[src/sv/rmq_pkg.sv]
// Shared types, constants and step functions for the rotation matrix to
// quaternion core. No dependencies; every other file imports this package.
`default_nettype none
package rmq_pkg;

  localparam int FRAC_BITS = 14;
  localparam int IN_W      = 16;
  localparam int OUT_W     = 16;
  // Differences and sums of two elements, negated when needed.
  localparam int D_W       = IN_W + 2;
  localparam int MAG_W     = IN_W + 1;
  // Signed width for the radicand sums, wide enough to hold ONE.
  localparam int BASE_W    = (IN_W > FRAC_BITS + 1) ? IN_W : FRAC_BITS + 1;
  localparam int RAD_W     = BASE_W + 3;
  localparam int RADU_W    = RAD_W - 1;
  // Square root operand is the radicand shifted up by FRAC_BITS.
  localparam int SQ_IN_W   = ((RADU_W + FRAC_BITS + 1) / 2) * 2;
  localparam int SQ_W      = SQ_IN_W / 2;
  localparam int DEN_W     = SQ_W + 1;
  localparam int NUM_W     = MAG_W + FRAC_BITS + 1;
  localparam int VAL_W     = NUM_W + 2;

  localparam logic signed [RAD_W-1:0] ONE = RAD_W'(1) << FRAC_BITS;
  localparam logic signed [VAL_W-1:0] SAT_MAX = VAL_W'((1 << (OUT_W - 1)) - 1);
  localparam logic signed [VAL_W-1:0] SAT_MIN = -VAL_W'(1 << (OUT_W - 1));

  // Output component that carries the half root instead of a quotient.
  typedef enum logic [1:0] {SLOT_X, SLOT_Y, SLOT_Z, SLOT_W} slot_t;

  // One classified item: three dividends in lane order and the radicand.
  typedef struct packed {
    logic signed [D_W-1:0] d0;
    logic signed [D_W-1:0] d1;
    logic signed [D_W-1:0] d2;
    logic [RADU_W-1:0]     rad;
    slot_t                 hslot;
    logic                  hneg;
  } item_t;

  // Fields that ride alongside the square root pipeline.
  typedef struct packed {
    logic signed [D_W-1:0] d0;
    logic signed [D_W-1:0] d1;
    logic signed [D_W-1:0] d2;
    slot_t                 hslot;
    logic                  hneg;
  } side_t;

  // Fields that ride alongside the divider pipelines.
  typedef struct packed {
    logic [SQ_W-1:0] h;
    slot_t           hslot;
    logic            hneg;
  } tail_t;

  typedef struct packed {
    logic [SQ_IN_W-1:0] x;
    logic [SQ_W+1:0]    rem;
    logic [SQ_W-1:0]    root;
  } sq_stage_t;

  typedef struct packed {
    logic [NUM_W-1:0] n;
    logic [DEN_W-1:0] rem;
    logic [DEN_W-1:0] den;
    logic [NUM_W-1:0] q;
    logic             neg;
  } div_stage_t;

  // One digit of the integer square root: two operand bits, one root bit.
  function automatic sq_stage_t sq_step(sq_stage_t s);
    sq_stage_t        r;
    logic [SQ_W+4:0]  acc;
    logic [SQ_W+4:0]  trial;
    acc   = {1'b0, s.rem, s.x[SQ_IN_W-1 -: 2]};
    trial = acc - {3'b000, s.root, 2'b01};
    r.x   = {s.x[SQ_IN_W-3:0], 2'b00};
    if (!trial[SQ_W+4]) begin
      r.rem  = trial[SQ_W+1:0];
      r.root = {s.root[SQ_W-2:0], 1'b1};
    end else begin
      r.rem  = acc[SQ_W+1:0];
      r.root = {s.root[SQ_W-2:0], 1'b0};
    end
    return r;
  endfunction

  // One bit of restoring division.
  function automatic div_stage_t div_step(div_stage_t s);
    div_stage_t       r;
    logic [DEN_W:0]   sh;
    logic [DEN_W+1:0] diff;
    sh    = {s.rem, s.n[NUM_W-1]};
    diff  = {1'b0, sh} - {2'b00, s.den};
    r     = s;
    r.n   = {s.n[NUM_W-2:0], 1'b0};
    r.q   = {s.q[NUM_W-2:0], ~diff[DEN_W+1]};
    r.rem = diff[DEN_W+1] ? sh[DEN_W-1:0] : diff[DEN_W-1:0];
    return r;
  endfunction

  function automatic logic [OUT_W-1:0] sat_out(logic signed [VAL_W-1:0] v);
    logic [OUT_W-1:0] r;
    if (v > SAT_MAX) begin
      r = SAT_MAX[OUT_W-1:0];
    end else if (v < SAT_MIN) begin
      r = SAT_MIN[OUT_W-1:0];
    end else begin
      r = v[OUT_W-1:0];
    end
    return r;
  endfunction

endpackage
`default_nettype wire

[src/sv/rmq_front.sv]
// Front end: takes a matrix, picks the branch and pivot, and forms the
// radicand and the three dividends. Depends on rmq_pkg.
`default_nettype none
module rmq_front (
  input  wire logic                       clk,
  input  wire logic                       rst,
  input  wire logic                       accept,
  input  wire logic signed [rmq_pkg::IN_W-1:0] m00,
  input  wire logic signed [rmq_pkg::IN_W-1:0] m01,
  input  wire logic signed [rmq_pkg::IN_W-1:0] m02,
  input  wire logic signed [rmq_pkg::IN_W-1:0] m10,
  input  wire logic signed [rmq_pkg::IN_W-1:0] m11,
  input  wire logic signed [rmq_pkg::IN_W-1:0] m12,
  input  wire logic signed [rmq_pkg::IN_W-1:0] m20,
  input  wire logic signed [rmq_pkg::IN_W-1:0] m21,
  input  wire logic signed [rmq_pkg::IN_W-1:0] m22,
  output rmq_pkg::item_t                  item,
  output logic                            item_valid
);
  import rmq_pkg::*;

  logic signed [RAD_W-1:0] e00, e11, e22, tr, rad_s;
  logic signed [D_W-1:0]   dx, dy, dz, dw;
  logic signed [D_W-1:0]   s01, s02, s12, t01, t12, t20;
  logic signed [IN_W-1:0]  mii;
  logic                    piv1, piv2;
  item_t                   item_next;

  // Diagonal sums and the pivot choice.
  assign e00  = RAD_W'(m00);
  assign e11  = RAD_W'(m11);
  assign e22  = RAD_W'(m22);
  assign tr   = e00 + e11 + e22;
  assign piv1 = m11 > m00;
  assign mii  = piv1 ? m11 : m00;
  assign piv2 = m22 > mii;

  // Off-diagonal sums and differences.
  assign s01 = D_W'(m01) + D_W'(m10);
  assign s02 = D_W'(m02) + D_W'(m20);
  assign s12 = D_W'(m12) + D_W'(m21);
  assign t01 = D_W'(m10) - D_W'(m01);
  assign t12 = D_W'(m12) - D_W'(m21);
  assign t20 = D_W'(m20) - D_W'(m02);

  // Branch selection; each output component gets its signed dividend.
  always_comb begin
    item_next.hneg  = 1'b0;
    item_next.hslot = SLOT_Y;
    dx = '0;
    dy = '0;
    dz = '0;
    dw = '0;
    if (tr > 0) begin
      item_next.hslot = SLOT_W;
      item_next.hneg  = 1'b1;
      dx    = t01;
      dy    = t12;
      dz    = t20;
      rad_s = tr + ONE;
    end else if (piv2) begin
      item_next.hslot = SLOT_X;
      item_next.hneg  = 1'b1;
      dy    = s02;
      dz    = s12;
      dw    = t01;
      rad_s = e22 - e00 - e11 + ONE;
    end else if (piv1) begin
      item_next.hslot = SLOT_Z;
      dx    = -s12;
      dy    = s01;
      dw    = -t20;
      rad_s = e11 - e22 - e00 + ONE;
    end else begin
      item_next.hslot = SLOT_Y;
      dx    = -s02;
      dz    = s01;
      dw    = -t12;
      rad_s = e00 - e11 - e22 + ONE;
    end
    // A radicand of zero or less becomes one LSB.
    item_next.rad = (rad_s <= 0) ? RADU_W'(1) : rad_s[RADU_W-1:0];
    // Lanes carry the components other than the half root, in order.
    item_next.d0 = (item_next.hslot == SLOT_X) ? dy : dx;
    item_next.d1 = (item_next.hslot == SLOT_X || item_next.hslot == SLOT_Y) ? dz : dy;
    item_next.d2 = (item_next.hslot == SLOT_W) ? dz : dw;
  end

  // Output register of the front end.
  always_ff @(posedge clk) begin
    if (rst) begin
      item_valid <= 1'b0;
    end else begin
      item_valid <= accept;
    end
    if (accept) begin
      item <= item_next;
    end
  end

endmodule
`default_nettype wire

[config.mk]
export PLATFORM = sky130hd
export DESIGN_NAME = rmq_front
export DESIGN_NICKNAME = d
export VERILOG_FILES = /design/src/sv/rmq_pkg.sv /design/src/sv/rmq_front.sv
export SDC_FILE = /design/constraint.sdc
export NUM_CORES = 1
export LEC_CHECK = 0
export BUFFER_PORTS_ARGS = -buffer_cell sky130_fd_sc_hd__buf_2
export CORE_MARGIN = 2
export CORE_UTILIZATION = 30
export DETAILED_ROUTE_END_ITERATION = 12
export PLACE_DENSITY = 0.47
export SLEW_MARGIN = 20
export SYNTH_ARGS = -nofsm -noshare
export SYNTH_HDL_FRONTEND = slang
export SYNTH_SLANG_ARGS = --single-unit
[constraint.sdc]
create_clock -name clk -period 9 [get_ports clk]
set_input_delay 2.25 -clock clk [delete_from_list [all_inputs] [get_ports clk]]
set_output_delay 2.25 -clock clk [all_outputs]
set_load 0.01 [all_outputs]
==> impl_metrics.ini <==
[power]
p_switching_mw = 1.566
p_sw_share_pct = 50.38
total_power_mw = 3.109
p_int_mw = 1.543
power_frac_clock_pct = 11.5
ir_drop_mv = 0.1006
power_density_nw_per_um2 = 169.3
power_frac_seq_pct = 19.7
leakagePower_nw = 8.188
comb_power_share_pct = 68.8

[detailed_routing]
wl_per_cell_um = 20.05
drc = 0
avgViaCountPerCell = 5.295
num_vias = 15300
detail_route.first_pass.iterations = 7
drtIter0Drc = 1003
drt_wl_total_um = 57920
ant_nets = 0

[cells_and_area]
nets = 2669
layout_commonest_cell = ha_1
n_fill_cell = 5751
drive_gt1_share_pct = 13.54
area_growth_pct = 12.59
antenna_cells = 0
layout_common_cells = 260 x ha_1, 221 x buf_2, 189 x inv_1
stdcell_count = 2889

[global_routing]
grt_max_degree = 59
grt_pass1_vias = 15540
grt_overflow = 0
grt_pass1_wl_um = 89330
antenna_found_initial = 1
grt_use_total_pct = 20.48

[clocking]
path_clk_slew_ns = 0.07
postCtsSetupBuffers = 0
cts_tree = done
cts_root_buffer = clkbuf_16
cts.hold.buffers_added = 0
ctsResizeCount = 0
cts_sinks = 75
cts-htree-levels = 3
clockBufferDepth = 2
numCtsBuffers = 9

[critical_path]
critPathLaunchType = primary input
crit_arrival_ns = 8.13
required_ns = 9.25
worstSetupPathType = in -> reg
critPathMaxFanout = 58
critPathCaptureType = register

[placement]
pre_cts_slack_ns = 0.7718
port-buffer-count = 222
post-dp-hpwl_um = 48250
dp_cells = 2873
gp_congestion = 0.8608

[synthesis]
synth_seq_area_share_pct = 13.74
synth-seq-cells = 75
ys.warnings.count = 0
syn_nets = 2499
synth-edff-count = 74
syn_area_um2 = 16310
syn_inst = 2018
async_flop_share_pct = 0
syn_area_per_cell_um2 = 8.084
synthFlopType = edfxtp_1
synthDistinctLibCells = 89

[sta]
setup_tns_ns = 0
rsz0062_at_grt = false
finalSetupViolations = 0
tightestPinTransition_ns = 0.8742
relSlewSlack_pct = 40.98
setup_slack_ns = 1.130
layout_worst_path_cycle_share_pct = 87.45
slew_viol_final = 0
max_freq_mhz = 127.1
fin_crit_ns = 7.870
hold_ws_ns = 2.029
hold_viol_final = 0

[floorplan]
num_rows = 85
dieArea_um2 = 56260
core_area_um2 = 53810
start_util_pct = 30.32
die_h_um = 237.2
io_pins = 223
die_x_um = 237.2

[outcome]
status = completed

[flow_run]
maxCapViolCount = 0

[worst_hold_path]
min_path_type = in -> reg
-- cells in the mapped netlist (25+ instances only) --
cell type	number	area, um2
a211oi_1	40	300.3
xnor2_1	92	805.8
a31oi_1	26	162.7
a21o_1	37	277.8
nor2b_1	26	162.7
nor3_1	54	270.3
a21oi_1	182	910.9
nand3_1	43	215.2
nor2_1	162	608.1
o21ai_0	104	520.5
edfxtp_1	74	2222
nand2_1	124	465.5
inv_1	189	709.4
clkbuf_1	43	161.4
o211ai_1	25	187.7
ha_1	260	3253
or3_1	28	175.2
nand2b_1	26	162.7
fa_1	74	1481
xor2_1	51	446.7
-- registers in the layout (all words and copies together), names as in the netlist --
name / count
item: 74
item_valid: 1
-- path summary, 6_finish.rpt --
check                   start         end  cells past startpoint  slack [ns]
worst min-delay path      rst  item_valid                      2        2.03
worst max-delay path  m00[15]    item[35]                     24        1.13
-- final cells by class --
type,instances,area [um2],share of cell area [%]
multi-input combinational,1674,13030,70.93
tap,696,870.8,4.741
clock inverter,4,27.53,0.1499
timing repair buffer,239,1254,6.825
inverter,189,709.4,3.862
sequential,75,2242,12.21
clock buffer,12,236.5,1.287
-- cell families after synthesis --
| kind of cell | after synthesis | share of synthesized area (%) |
|---|---|---|
| buffers and inverters | 269 | 6.542 |
| XOR/XNOR | 143 | 7.677 |
| adder cells (fa/ha/maj) | 334 | 29.02 |
| AO/OA/AOI/OAI | 577 | 22.89 |
| multiplexers | 26 | 1.649 |
| flip-flops | 75 | 13.74 |
| AND/OR/NAND/NOR | 594 | 18.48 |
-- power by group through the flow --
stage	clock [mW]	combinational (mW)	sequential, mW
after global routing	0.380	2.38	0.618
after global placement	0	2.11	0.621
after floorplan	0	1.40	0.622
final	0.358	2.14	0.611
after CTS	0.367	2.14	0.613
after detailed placement	0	2.12	0.615
-- per-stage QoR --
stage	utilization, %	cell area (um2)
3_5_place_dp	33.64	18100
2_1_floorplan	-	16310
3_3_place_gp	33.64	18100
6_report	34.13	18370
5_1_grt	34.13	18370
4_1_cts	34.13	18370
-- critical path, cell delays in order --
cell,delay (ns)
buf_2,0.14
inv_1,0.14
ha_1,0.42
or4b_4,0.61
nor3_2,0.23
a41oi_1,0.15
o41ai_2,0.14
nand2_2,0.25
buf_12,0.22
nor2_1,0.08
a21oi_1,0.05
ha_1,0.35
nand4_1,0.21
or3_1,0.43
a21oi_1,0.17
nor4_1,0.14
nor3_2,0.53
buf_4,0.62
nor2_1,0.08
buf_4,0.23
nand3_1,0.08
o21ai_0,0.08
a221oi_1,0.30
buf_4,0.15
-- layer usage --
| layer | vias up | GRT usage (%) | wire length, um |
|---|---|---|---|
| li1 | 7581 | - | - |
| met1 | 7315 | 25.82 | 25440 |
| met2 | 345 | 37.23 | 29070 |
| met3 | 55 | 1.893 | 2161 |
| met4 | 0 | 5.470 | 1260 |
| met5 | - | 0 | 0 |
(Power assumes the default switching activity.)
